`src/lsfb_pkg.sv`:
```
// Shared types and constants for the LED strip frame buffer.
`default_nettype none
package lsfb_pkg;

   localparam int IndexW = 6;
   localparam int ColorW = 29;
   localparam int FrameW = 32;

   localparam logic [2:0] FrameTag = 3'b111;

   localparam logic [2:0] ACT_CLEAR   = 3'd0;
   localparam logic [2:0] ACT_SET     = 3'd1;
   localparam logic [2:0] ACT_COMMIT  = 3'd2;
   localparam logic [2:0] ACT_SAVE    = 3'd3;
   localparam logic [2:0] ACT_RESTORE = 3'd4;

   typedef enum logic [2:0] {
      OP_CLEAR,
      OP_SET,
      OP_COMMIT,
      OP_SAVE,
      OP_RESTORE
   } op_type;

   typedef struct packed {
      op_type              op;
      logic [IndexW-1:0]   index;
      logic                slot;
      logic [ColorW-1:0]   color;
   } cmd_type;

endpackage
`default_nettype wire

```
`src/lsfb_front.sv`:
```
// Command decode: classify incoming words and drop the ones that do nothing.
`default_nettype none
module lsfb_front #(
   parameter int LED_COUNT = 32
) (
   input  wire logic                 start,
   input  wire logic                 busy,
   input  wire logic [2:0]           req_action,
   input  wire logic [5:0]           req_led_index,
   input  wire logic [1:0]           req_slot,
   input  wire logic [4:0]           req_brightness,
   input  wire logic [7:0]           req_red,
   input  wire logic [7:0]           req_green,
   input  wire logic [7:0]           req_blue,
   output logic                      push,
   output lsfb_pkg::cmd_type         cmd
);
   import lsfb_pkg::*;

   logic keep;

   always_comb begin
      cmd.index = req_led_index;
      cmd.slot  = req_slot[0];
      cmd.color = {req_brightness, req_blue, req_green, req_red};
      cmd.op    = OP_CLEAR;
      keep      = 1'b0;
      unique case (req_action)
         ACT_CLEAR: begin
            cmd.op = OP_CLEAR;
            keep   = 1'b1;
         end
         ACT_SET: begin
            cmd.op = OP_SET;
            keep   = (req_led_index < IndexW'(LED_COUNT));
         end
         ACT_COMMIT: begin
            cmd.op = OP_COMMIT;
            keep   = 1'b1;
         end
         ACT_SAVE: begin
            cmd.op = OP_SAVE;
            keep   = ~req_slot[1];
         end
         ACT_RESTORE: begin
            cmd.op = OP_RESTORE;
            keep   = ~req_slot[1];
         end
         default: begin
            // unknown action: drop
            keep = 1'b0;
         end
      endcase
   end

   assign push = start & ~busy & keep;

endmodule
`default_nettype wire

```
`src/lsfb_queue.sv`:
```
// Two-entry command queue between the decoder and the sequencer.
`default_nettype none
module lsfb_queue (
   input  wire logic                 clock,
   input  wire logic                 reset,
   input  wire logic                 push,
   input  wire lsfb_pkg::cmd_type    push_cmd,
   input  wire logic                 pop,
   output lsfb_pkg::cmd_type         head,
   output logic                      empty,
   output logic                      full
);
   import lsfb_pkg::*;

   cmd_type     entry_ff [2];
   logic        wr_ptr_ff;
   logic        rd_ptr_ff;
   logic [1:0]  count_ff;
   logic        wr_ptr_in;
   logic        rd_ptr_in;
   logic [1:0]  count_in;

   assign empty = (count_ff == 2'd0);
   assign full  = (count_ff == 2'd2);
   assign head  = entry_ff[rd_ptr_ff];

   always_comb begin
      wr_ptr_in = push ? ~wr_ptr_ff : wr_ptr_ff;
      rd_ptr_in = pop ? ~rd_ptr_ff : rd_ptr_ff;
      count_in  = count_ff + {1'b0, push} - {1'b0, pop};
   end

   always_ff @(posedge clock) begin
      if (reset) begin
         wr_ptr_ff <= 1'b0;
         rd_ptr_ff <= 1'b0;
         count_ff  <= 2'd0;
      end else begin
         wr_ptr_ff <= wr_ptr_in;
         rd_ptr_ff <= rd_ptr_in;
         count_ff  <= count_in;
      end
   end

   always_ff @(posedge clock) begin
      if (push) begin
         entry_ff[wr_ptr_ff] <= push_cmd;
      end
   end

endmodule
`default_nettype wire

```
`src/lsfb_back.sv`:
```
// Sequencer: color store, snapshot banks and frame emission.
`default_nettype none
module lsfb_back #(
   parameter int LED_COUNT = 32
) (
   input  wire logic                 clock,
   input  wire logic                 reset,
   input  wire lsfb_pkg::cmd_type    head,
   input  wire logic                 empty,
   output logic                      pop,
   output logic                      rsp_valid,
   output logic [31:0]               rsp_frame,
   output logic                      rsp_last
);
   import lsfb_pkg::*;

   localparam int IdxW      = (LED_COUNT > 1) ? $clog2(LED_COUNT) : 1;
   localparam int SnapDepth = 2 * LED_COUNT;
   localparam int SnapW     = $clog2(SnapDepth);
   localparam int PadFrames = (LED_COUNT + 63) / 64;
   localparam int TailW     = $clog2(PadFrames + 2);
   localparam logic [IdxW-1:0]  LastIdx  = IdxW'(LED_COUNT - 1);
   localparam logic [TailW-1:0] LastTail = TailW'(PadFrames);

   typedef enum logic [1:0] {
      ST_IDLE,
      ST_COMMIT,
      ST_TAIL,
      ST_COPY
   } state_type;

   state_type               state_ff, state_in;
   logic [IdxW-1:0]         cnt_ff, cnt_in;
   logic [TailW-1:0]        tail_ff, tail_in;
   logic                    save_ff, save_in;
   logic                    slot_ff, slot_in;
   logic                    rsp_valid_ff, rsp_valid_in;
   logic [FrameW-1:0]       rsp_frame_ff, rsp_frame_in;
   logic                    rsp_last_ff, rsp_last_in;
   logic [LED_COUNT-1:0]    color_valid_ff, color_valid_in;
   logic [SnapDepth-1:0]    snap_valid_ff, snap_valid_in;

   logic [ColorW-1:0]       color_mem [LED_COUNT];
   logic [ColorW-1:0]       snap_mem [SnapDepth];
   logic [ColorW-1:0]       color_rdata_ff;
   logic                    color_rvalid_ff;
   logic [ColorW-1:0]       snap_rdata_ff;
   logic                    snap_rvalid_ff;

   logic                    color_we;
   logic [IdxW-1:0]         color_waddr;
   logic [ColorW-1:0]       color_wdata;
   logic [IdxW-1:0]         color_raddr;
   logic                    snap_we;
   logic [SnapW-1:0]        snap_waddr;
   logic [ColorW-1:0]       snap_wdata;
   logic [SnapW-1:0]        snap_raddr;
   logic [IdxW-1:0]         cnt_next;
   logic [ColorW-1:0]       color_src;
   logic [ColorW-1:0]       snap_src;

   function automatic logic [SnapW-1:0] snap_addr(input logic bank,
                                                  input logic [IdxW-1:0] idx);
      logic [SnapW-1:0] base;
      base = SnapW'(idx);
      return bank ? base + SnapW'(LED_COUNT) : base;
   endfunction

   assign color_src = color_rvalid_ff ? color_rdata_ff : '0;
   assign snap_src  = snap_rvalid_ff ? snap_rdata_ff : '0;
   // stay in range on the final entry
   assign cnt_next  = (cnt_ff == LastIdx) ? '0 : cnt_ff + 1'b1;

   always_comb begin
      state_in       = state_ff;
      cnt_in         = cnt_ff;
      tail_in        = tail_ff;
      save_in        = save_ff;
      slot_in        = slot_ff;
      rsp_valid_in   = 1'b0;
      rsp_frame_in   = '0;
      rsp_last_in    = 1'b0;
      color_valid_in = color_valid_ff;
      snap_valid_in  = snap_valid_ff;
      pop            = 1'b0;
      color_we       = 1'b0;
      color_waddr    = cnt_ff;
      color_wdata    = snap_src;
      color_raddr    = cnt_next;
      snap_we        = 1'b0;
      snap_waddr     = snap_addr(slot_ff, cnt_ff);
      snap_wdata     = color_src;
      snap_raddr     = snap_addr(slot_ff, cnt_next);

      unique case (state_ff)
         ST_IDLE: begin
            if (!empty) begin
               pop     = 1'b1;
               cnt_in  = '0;
               slot_in = head.slot;
               unique case (head.op)
                  OP_CLEAR: begin
                     color_valid_in = '0;
                  end
                  OP_SET: begin
                     color_we                    = 1'b1;
                     color_waddr                 = head.index[IdxW-1:0];
                     color_wdata                 = head.color;
                     color_valid_in[color_waddr] = 1'b1;
                  end
                  OP_COMMIT: begin
                     // start frame now, first entry read in flight
                     rsp_valid_in = 1'b1;
                     color_raddr  = '0;
                     state_in     = ST_COMMIT;
                  end
                  OP_SAVE: begin
                     color_raddr = '0;
                     save_in     = 1'b1;
                     state_in    = ST_COPY;
                  end
                  OP_RESTORE: begin
                     snap_raddr = snap_addr(head.slot, '0);
                     save_in    = 1'b0;
                     state_in   = ST_COPY;
                  end
                  default: begin
                     state_in = ST_IDLE;
                  end
               endcase
            end
         end
         ST_COMMIT: begin
            rsp_valid_in = 1'b1;
            rsp_frame_in = {FrameTag, color_src};
            cnt_in       = cnt_next;
            if (cnt_ff == LastIdx) begin
               tail_in  = '0;
               state_in = ST_TAIL;
            end
         end
         ST_TAIL: begin
            // end frame, then padding; mark the final one
            rsp_valid_in = 1'b1;
            rsp_last_in  = (tail_ff == LastTail);
            tail_in      = tail_ff + 1'b1;
            if (tail_ff == LastTail) begin
               state_in = ST_IDLE;
            end
         end
         ST_COPY: begin
            if (save_ff) begin
               snap_we                   = 1'b1;
               snap_valid_in[snap_waddr] = 1'b1;
            end else begin
               color_we                    = 1'b1;
               color_valid_in[color_waddr] = 1'b1;
            end
            cnt_in = cnt_next;
            if (cnt_ff == LastIdx) begin
               state_in = ST_IDLE;
            end
         end
         default: begin
            state_in = ST_IDLE;
         end
      endcase
   end

   always_ff @(posedge clock) begin
      if (reset) begin
         state_ff       <= ST_IDLE;
         rsp_valid_ff   <= 1'b0;
         color_valid_ff <= '0;
         snap_valid_ff  <= '0;
      end else begin
         state_ff       <= state_in;
         rsp_valid_ff   <= rsp_valid_in;
         color_valid_ff <= color_valid_in;
         snap_valid_ff  <= snap_valid_in;
      end
      cnt_ff       <= cnt_in;
      tail_ff      <= tail_in;
      save_ff      <= save_in;
      slot_ff      <= slot_in;
      rsp_frame_ff <= rsp_frame_in;
      rsp_last_ff  <= rsp_last_in;
   end

   always_ff @(posedge clock) begin
      if (color_we) begin
         color_mem[color_waddr] <= color_wdata;
      end
      color_rdata_ff  <= color_mem[color_raddr];
      color_rvalid_ff <= color_valid_ff[color_raddr];
   end

   always_ff @(posedge clock) begin
      if (snap_we) begin
         snap_mem[snap_waddr] <= snap_wdata;
      end
      snap_rdata_ff  <= snap_mem[snap_raddr];
      snap_rvalid_ff <= snap_valid_ff[snap_raddr];
   end

   assign rsp_valid = rsp_valid_ff;
   assign rsp_frame = rsp_frame_ff;
   assign rsp_last  = rsp_last_ff;

endmodule
`default_nettype wire

```
`src/led_strip_frame_buffer.sv`:
```
// Top level of the LED strip frame buffer.
//
// Commands enter on the req_ ports and are taken on a clock edge with start
// high and busy low. A decoder drops commands that do nothing (set with an
// index of LED_COUNT or more, save or restore to bank 2 or 3, unknown
// actions) and queues the rest in a two-entry queue; busy is high while that
// queue is full. A sequencer works off one queued command at a time: clear
// and set act on the color store, save and restore copy one entry per cycle
// between the color store and a snapshot bank, and commit emits a frame.
// The color store and the snapshot store that holds both banks each have one
// read port, so commit and copy move one entry per cycle. Commit output
// starts in the cycle after the command leaves the queue: a zero start word,
// one word per LED, a zero end word and ceil(LED_COUNT/64) zero padding
// words, back to back, rsp_valid high for one cycle per word and rsp_last on
// the final one. The receiver cannot stall the output. Reset empties the
// queue, idles the sequencer and clears every store's valid flags to zero.
`default_nettype none
module led_strip_frame_buffer #(
   parameter int LED_COUNT = 32
) (
   input  wire logic          clock,
   input  wire logic          reset,
   input  wire logic          start,
   output logic               busy,
   input  wire logic [2:0]    req_action,
   input  wire logic [5:0]    req_led_index,
   input  wire logic [1:0]    req_slot,
   input  wire logic [4:0]    req_brightness,
   input  wire logic [7:0]    req_red,
   input  wire logic [7:0]    req_green,
   input  wire logic [7:0]    req_blue,
   output logic               rsp_valid,
   output logic [31:0]        rsp_frame,
   output logic               rsp_last
);
   import lsfb_pkg::*;

   logic    push;
   cmd_type push_cmd;
   cmd_type head;
   logic    pop;
   logic    empty;
   logic    full;

   assign busy = full;

   lsfb_front #(
      .LED_COUNT (LED_COUNT)
   ) u_front (
      .start          (start),
      .busy           (busy),
      .req_action     (req_action),
      .req_led_index  (req_led_index),
      .req_slot       (req_slot),
      .req_brightness (req_brightness),
      .req_red        (req_red),
      .req_green      (req_green),
      .req_blue       (req_blue),
      .push           (push),
      .cmd            (push_cmd)
   );

   lsfb_queue u_queue (
      .clock    (clock),
      .reset    (reset),
      .push     (push),
      .push_cmd (push_cmd),
      .pop      (pop),
      .head     (head),
      .empty    (empty),
      .full     (full)
   );

   lsfb_back #(
      .LED_COUNT (LED_COUNT)
   ) u_back (
      .clock     (clock),
      .reset     (reset),
      .head      (head),
      .empty     (empty),
      .pop       (pop),
      .rsp_valid (rsp_valid),
      .rsp_frame (rsp_frame),
      .rsp_last  (rsp_last)
   );

endmodule
`default_nettype wire
```
`config.mk`:
```
export PLATFORM = sky130hd
export DESIGN_NAME = led_strip_frame_buffer
export DESIGN_NICKNAME = d
export VERILOG_FILES = /design/src/lsfb_pkg.sv /design/src/lsfb_front.sv /design/src/lsfb_queue.sv /design/src/lsfb_back.sv /design/src/led_strip_frame_buffer.sv
export SDC_FILE = /design/constraint.sdc
export NUM_CORES = 2
export LEC_CHECK = 0
export CAP_MARGIN = 20
export CELL_PAD_IN_SITES_DETAIL_PLACEMENT = 0
export CELL_PAD_IN_SITES_GLOBAL_PLACEMENT = 1
export CORE_ASPECT_RATIO = 0.7
export CORE_MARGIN = 5
export CORE_UTILIZATION = 56
export CTS_BUF_LIST = sky130_fd_sc_hd__clkbuf_8
export DETAILED_ROUTE_END_ITERATION = 10
export DONT_BUFFER_PORTS = 1
export HOLD_SLACK_MARGIN = 0.15
export PLACE_DENSITY_LB_ADDON = 0.1
export SETUP_SLACK_MARGIN = 0.05
export SLEW_MARGIN = 20
export SYNTH_ARGS = -nofsm -noshare
export SYNTH_HDL_FRONTEND = slang
export SYNTH_SLANG_ARGS = --single-unit
```
`constraint.sdc`:
```
create_clock -name clock -period 4.46 [get_ports clock]
set_input_delay 0.446 -clock clock [delete_from_list [all_inputs] [get_ports clock]]
set_output_delay 0.446 -clock clock [all_outputs]
set_load 0.005 [all_outputs]
```
==> Word level (Yosys, flattened, before mapping) <==
Memory sizes are Yosys's and may differ from the RTL's. A register that Yosys moved wholly into a read port is not among the register bits.
Cells that the tools add are included.
{ "word_totals": {"out_inout_bits": 35, "word_cells": 154, "in_bits": 43, "mem_count": 3, "regBits": 147, "ramBits": 2862} }
{ "memory_table": {"columns": ["name", "words", "width", "read_ports", "rd_clocked_by_memory_dff", "write_ports", "line", "source"], "rows": [
  ["u_back.snap_mem", 64, 29, 1, 1, 1, "lsfb_back.sv:44", "logic [ColorW-1:0] snap_mem [SnapDepth];"],
  ["u_back.color_mem", 32, 29, 1, 1, 1, "lsfb_back.sv:43", "logic [ColorW-1:0] color_mem [LED_COUNT];"],
  ["u_queue.entry_ff", 2, 39, 1, 1, 1, "lsfb_queue.sv:15", "cmd_type entry_ff [2];"]
]} }
{ "classes": {"addsub": 6, "n_eq_ne": 21, "muxes": 64, "bitwise_logic": 10, "reduce_logical": 25, "order_cmp": 9} }
{ "op_table": {"columns": ["operator", "count"], "rows": [
  ["29-bit 2-to-1 mux", 5],
  ["32-bit case mux with 2 select lines", 2],
  ["32-bit 2-to-1 mux", 3],
  ["32-bit bitwise OR", 2],
  ["64-bit bitwise OR", 1],
  ["5-bit 2-to-1 mux", 8],
  ["6-bit 2-to-1 mux", 6],
  ["1-bit 2-to-1 mux", 22],
  ["5-bit by 6-bit less-than comparator with 1-bit output, second input constant", 3],
  ["6-bit by 7-bit less-than comparator with 1-bit output, second input constant", 2],
  ["2-bit OR reduction", 7],
  ["5-bit by 6-bit adder with 6-bit output, second input constant", 2],
  ["3-bit by 2-bit == test with 1-bit output, second input constant", 4],
  ["3-bit case mux with 4 select lines", 1],
  ["1-bit demux with 5-bit select", 2],
  ["5-bit by 1-bit greater-or-equal comparator with 1-bit output, second input constant", 2],
  ["5-bit case mux with 2 select lines", 1],
  ["2-bit 2-to-1 mux", 4],
  ["2-bit case mux with 4 select lines", 1],
  ["2-bit AND reduction", 4],
  ["2-bit nonzero test", 4],
  ["1-bit binary-select mux with 6-bit select", 1],
  ["1-bit demux with 6-bit select", 1],
  ["2-bit == test, second input constant", 3],
  ["other kinds (26)", 44]
]} }

==> Logic depth before layout (Yosys ltp) <==
{ "depth": {"depth_word": 9, "depth_mapped": 16} }

==> Hierarchy <==
From an unflattened synthesis, not the netlist that was laid out.
{ "hier_totals": {"cells_unflattened": 8444, "hier_area_um2": 121099.9} }
{ "by_module_without_submodules": {"columns": ["mod", "area_each_um2", "cells_each", "n_inst"], "rows": [
  ["lsfb_back", 117694.1, 8257, 1],
  ["lsfb_queue", 3076.7, 142, 1],
  ["lsfb_front", 329.1, 45, 1]
]} }

==> Worst setup path after synthesis <==
No wires, ideal clock.
{ "synth_timing": {"path_kind": "reg-to-reg", "from": "reg u_back.state_ff[0]", "to": "mem u_back.color_mem[10][0], enable pin", "period_less_slack_ps": 3479, "setup_ps": 415, "setup_slack_ps": 981, "required_ps": 4045, "n_path_buf": 1, "t_arrival_ps": 3064, "path_stages_with_launch": 12, "path_cell_list": "dfxtp_1 inv_1 ha_1 o21ai_2 inv_2 o211ai_1 clkbuf_1 and3_1 a21oi_1 nor2_1 nand2_1 nor2_1"} }
{ "synth_between": {"elab_chain_cells": 4} }
{ "synth_rtl": {"columns": ["item", "line", "source"], "rows": [
  ["start, declared", "lsfb_back.sv:32", "state_type state_ff, state_in;"],
  ["start signal, assigned", "lsfb_back.sv:177", "state_ff <= state_in;"],
  ["2-bit == test or 2-bit logical NOT (tied branches)", "lsfb_back.sv:95", "unique case (state_ff)"],
  ["1-bit case mux with 2 select lines", "lsfb_back.sv:95", null],
  ["1-bit 2-to-1 mux", "lsfb_back.sv:191", "if (color_we) begin"],
  ["1-bit 2-to-1 mux (implied by the code)", "lsfb_back.sv:192", "color_mem[color_waddr] <= color_wdata;"],
  ["end, declared", "lsfb_back.sv:43", null]
]} }
Several ways; a longest one is shown, not always the timed one.

==> Final worst setup path <==
{ "layout_timing": {"from": "reg u_back.cnt_ff[0]", "to": "reg u_back.snap_rdata_ff[18], read port of u_back.snap_mem"} }
{ "layout_between": {"elab_chain_cells": 7} }
{ "layout_rtl": {"columns": ["item", "line", "source"], "rows": [
  ["start, declared", "lsfb_back.sv:33", "logic [IdxW-1:0] cnt_ff, cnt_in;"],
  ["start signal, assigned", "lsfb_back.sv:182", "cnt_ff <= cnt_in;"],
  ["5-bit by 1-bit adder with 5-bit output or 5-bit == test (tied branches)", "lsfb_back.sv:72", "assign cnt_next = (cnt_ff == LastIdx) ? '0 : cnt_ff + 1'b1;"],
  ["5-bit 2-to-1 mux *", "lsfb_back.sv:72", null],
  ["named net u_back.cnt_next[1]", "lsfb_back.sv:58", "logic [IdxW-1:0] cnt_next;"],
  ["5-bit by 6-bit adder with 6-bit output", "lsfb_back.sv:66", "return bank ? base + SnapW'(LED_COUNT) : base;"],
  ["6-bit 2-to-1 mux *", "lsfb_back.sv:66", null],
  ["6-bit 2-to-1 mux", "lsfb_back.sv:101", "unique case (head.op)"],
  ["6-bit 2-to-1 mux", "lsfb_back.sv:97", "if (!empty) begin"],
  ["6-bit 2-to-1 mux *", "lsfb_back.sv:95", null],
  ["end, declared", "lsfb_back.sv:47", "logic [ColorW-1:0] snap_rdata_ff;"]
]} }
The timed path passes the listed nets; every way through them passes the cells marked *.
A chain may end at the register's enable or synchronous reset.

==> flow_summary.json <==
{
  "status": "completed",
  "grt_setup_unrepaired": "no",
  "cts_sinks": 3064,
  "max_slew_margin": 0.162,
  "syn_area_per_cell_um2": 14.8,
  "antenna_found_initial": 15,
  "hold_violations": 0,
  "clock_path_buffers": 4,
  "worstPathMaxFanout": 62,
  "crit_chain": "buf_4, inv_1, ha_4, inv_4, buf_12, a2111oi_0, o21ai_0, o2bb2ai_1, a211oi_1, o32ai_1",
  "ys_seq_area_frac": 0.750,
  "synth_common_cells": "2,869 x edfxtp_1, 1,166 x nand2_1, 505 x mux2i_1, 447 x a21oi_1, 386 x nor2_1",
  "worstSetupEndpointType": "register",
  "num_rows": 142,
  "synth_cell_types": 87,
  "r2r_start": "u_back.cnt_ff[0]",
  "wl_per_cell_um": 31.8,
  "rr_worst_depth": 10,
  "finalMaxSlewViolations": 0,
  "cellLeakagePower_nw": 45.9,
  "clkLatencyLatePin_ns": 1.03,
  "slowest_stage": "a2111oi_0",
  "fmax_ghz": 0.230,
  "switchingPower_w": 0.0416,
  "ioPinCount": 78,
  "drtIter0Drc": 11400,
  "combPwrFrac": 0.419,
  "regArea_mm2": 0.0901,
  "tns_ns": 0,
  "tritoncts": "yes",
  "die_height_um": 398,
  "grt.total_usage": 0.327,
  "ys_warn_count": 0,
  "synth_ff_type": "edfxtp_1",
  "drc": 0,
  "globalRouteOverflowTotal": 0,
  "cap_violations": 0,
  "hold_path.class": "in -> reg",
  "synth.top_cell.area_share": 0.717,
  "rrSetupSlack_ns": 0.12,
  "core_area_mm2": 0.214,
  "num_vias": 77200,
  "power_density_mw_per_mm2": 733,
  "multi_input_area_mm2": 0.0286,
  "fin_skew_ns": 0.0784,
  "syn2layout_area_growth_pct": 12.7,
  "min_from": "reset",
  "slowest_delay_ns": 0.75,
  "routed_via_density": 6.57,
  "die_x_um": 564,
  "post-cts-setup-buffers": 0,
  "worstSetupStartpointType": "register",
  "synthArstFlopShare": 0,
  "htree_levels": 5,
  "clkTransAtPathRegs_ns": 0.08,
  "synth-edff-count": 2869,
  "cts.root.buffer_cell": "clkbuf_8",
  "io_buffers": 0,
  "sw_frac_of_total": 0.419,
  "wirelength_um": 373000,
  "clkPwrFrac": 0.217,
  "ys_seq_elements": 3064,
  "synth_area_leaders": "edfxtp_1 72%, mux2i_1 4.2%, nand2_1 3.6%",
  "grt_pass1_vias": 73100,
  "gp_congestion": 0.896,
  "synthesis.area_mm2": 0.120,
  "internal_power_w": 0.0576,
  "dp_hpwl_um": 226000,
  "yosysTopAreaCell": "edfxtp_1",
  "min_path_cells": 2,
  "worstSetupPathType": "reg -> reg",
  "syn_inst": 8141,
  "yosysMostFrequentCell": "edfxtp_1",
  "hold_end": "u_back.color_valid_ff[9]",
  "crit_arrival_ns": 5.18,
  "die_area_mm2": 0.224,
  "postRouteAntennaNets": 0,
  "setup_viol": 0,
  "worst_r2r_endpoint": "u_back.snap_rdata_ff[18]",
  "finalCriticalPeriod_ns": 4.34,
  "worstPathRequired_ns": 5.30,
  "drive_gt1_frac": 0.141,
  "fill_cells": 15600,
  "grt_max_degree": 127,
  "numCtsBuffers": 452,
  "min_period_over_period": 0.973,
  "worst_pin_slew_ns": 1.26,
  "syn_nets": 8197,
  "nets": 8540,
  "power_w": 0.0992,
  "ir_worst_vdd_v": 0.000819,
  "firstDrtPassIters": 8,
  "pwr-share-seq": 0.364,
  "start_util": 0.562,
  "grt_pass1_wl_um": 529000
}
## sequential cells by signal (all words and copies together) (netlist names), 2 cells and up, named ones only
register and cells:
u_back.color_valid_ff 32, u_back.snap_mem 1856, u_queue.entry_ff 76, u_back.color_mem 928, u_back.snap_valid_ff 64, u_back.tail_ff 2, u_back.color_rdata_ff 29, u_back.snap_rdata_ff 29
u_back.cnt_ff 5, u_back.rsp_frame 30, u_back.state_ff 2, u_queue.count_ff 2
## critical path: cells and delay by family, from the launching register on
family / cells / cell delay, ns
buffers and inverters: 4 / 1.19
DFF: 1 / 0.35
AOI/OAI and AO/OA: 5 / 1.95
adders and majority gates: 1 / 0.57
## routing by layer
| layer | global-route usage | routed length, um |
|---|---|---|
| met5 | 0 | 63 |
| met4 | 0.0982 | 12000 |
| met3 | 0.0750 | 48300 |
| met2 | 0.450 | 156000 |
| met1 | 0.519 | 157000 |
## cell families after synthesis
family	count (synthesis)	share of synthesized area
flip-flops	3064	0.750
AO/OA/AOI/OAI	1782	0.101
buffers and inverters	594	0.0219
multiplexers	550	0.0478
AND/OR/NAND/NOR	2131	0.0772
adder cells (fa/ha/maj)	13	0.00135
XOR/XNOR	7	0.000729
## per-stage QoR
stage | setup slack, ns | cell area [um^2] | util | std cells | hold WS, ns
5_1_grt | 0.133 | 135000 | 0.633 | 11700 | 0.196
3_3_place_gp | 0.239 | 126000 | 0.590 | 10800 | 0.440
4_1_cts | 0.237 | 135000 | 0.633 | 11700 | 0.156
6_report | 0.121 | 135000 | 0.633 | 11800 | 0.243
3_5_place_dp | 0.260 | 126000 | 0.590 | 10800 | 0.454
2_1_floorplan | 0.981 | 120000 | - | 8141 | 0.429
## placed cells by master (no fill, tap or decap), types with 81 or more instances in the layout
cell type,instances
o21ai_0,203
mux2i_1,505
clkinv_1,81
and3_1,166
nand2_1,1160
dfxtp_1,192
o221ai_1,156
clkbuf_8,499
inv_1,192
a21oi_1,445
nand3_1,178
edfxtp_1,2869
nor2_4,110
o22ai_1,105
nor2_1,281
buf_4,327
a211oi_1,195
a22oi_1,110
## power by group through the flow
| stage | registers, W | logic (W) | clock network [W] |
|---|---|---|---|
| 6_report | 0.0361 | 0.0415 | 0.0215 |
| 5_1_grt | 0.0361 | 0.0433 | 0.0231 |
| 4_1_cts | 0.0361 | 0.0405 | 0.0217 |
| 3_5_place_dp | 0.0367 | 0.0403 | 0 |
| 3_3_place_gp | 0.0367 | 0.0397 | 0 |
| 2_1_floorplan | 0.0360 | 0.0228 | 0 |
## worst max path at each step
stage	from	end	slack, ns	cells past startpoint
2_1_floorplan	u_back.state_ff[0]	u_back.color_mem[10][0]	0.98	11
3_3_place_gp	u_back.cnt_ff[1]	u_back.snap_rvalid_ff	0.24	13
3_5_place_dp	u_back.cnt_ff[1]	u_back.snap_rvalid_ff	0.26	13
4_1_cts	u_back.cnt_ff[1]	u_back.snap_rvalid_ff	0.24	13
5_1_grt	u_back.cnt_ff[1]	u_back.snap_rvalid_ff	0.13	13
6_report	u_back.cnt_ff[0]	u_back.snap_rdata_ff[18]	0.12	10
## layout make-up
| class | instances | area share |
|---|---|---|
| Sequential cell | 3064 | 0.665 |
| Multi-Input combinational cell | 4483 | 0.211 |
| Clock buffer | 499 | 0.0507 |
| Timing Repair Buffer | 464 | 0.0332 |
| Tap cell | 2880 | 0.0266 |
| Clock inverter | 334 | 0.0120 |
| Inverter | 19 | 0.000545 |
| Antenna cell | 11 | 0.000203 |
## what timing repair did
| action | 4_1_cts | 5_1_grt |
|---|---|---|
| endpoints found under the hold margin | 152 | 0 |
| hold buffers | 72 | 0 |
| gates resized for setup | 0 | 0 |
No activity file was read; power rests on OpenSTA's default activity.
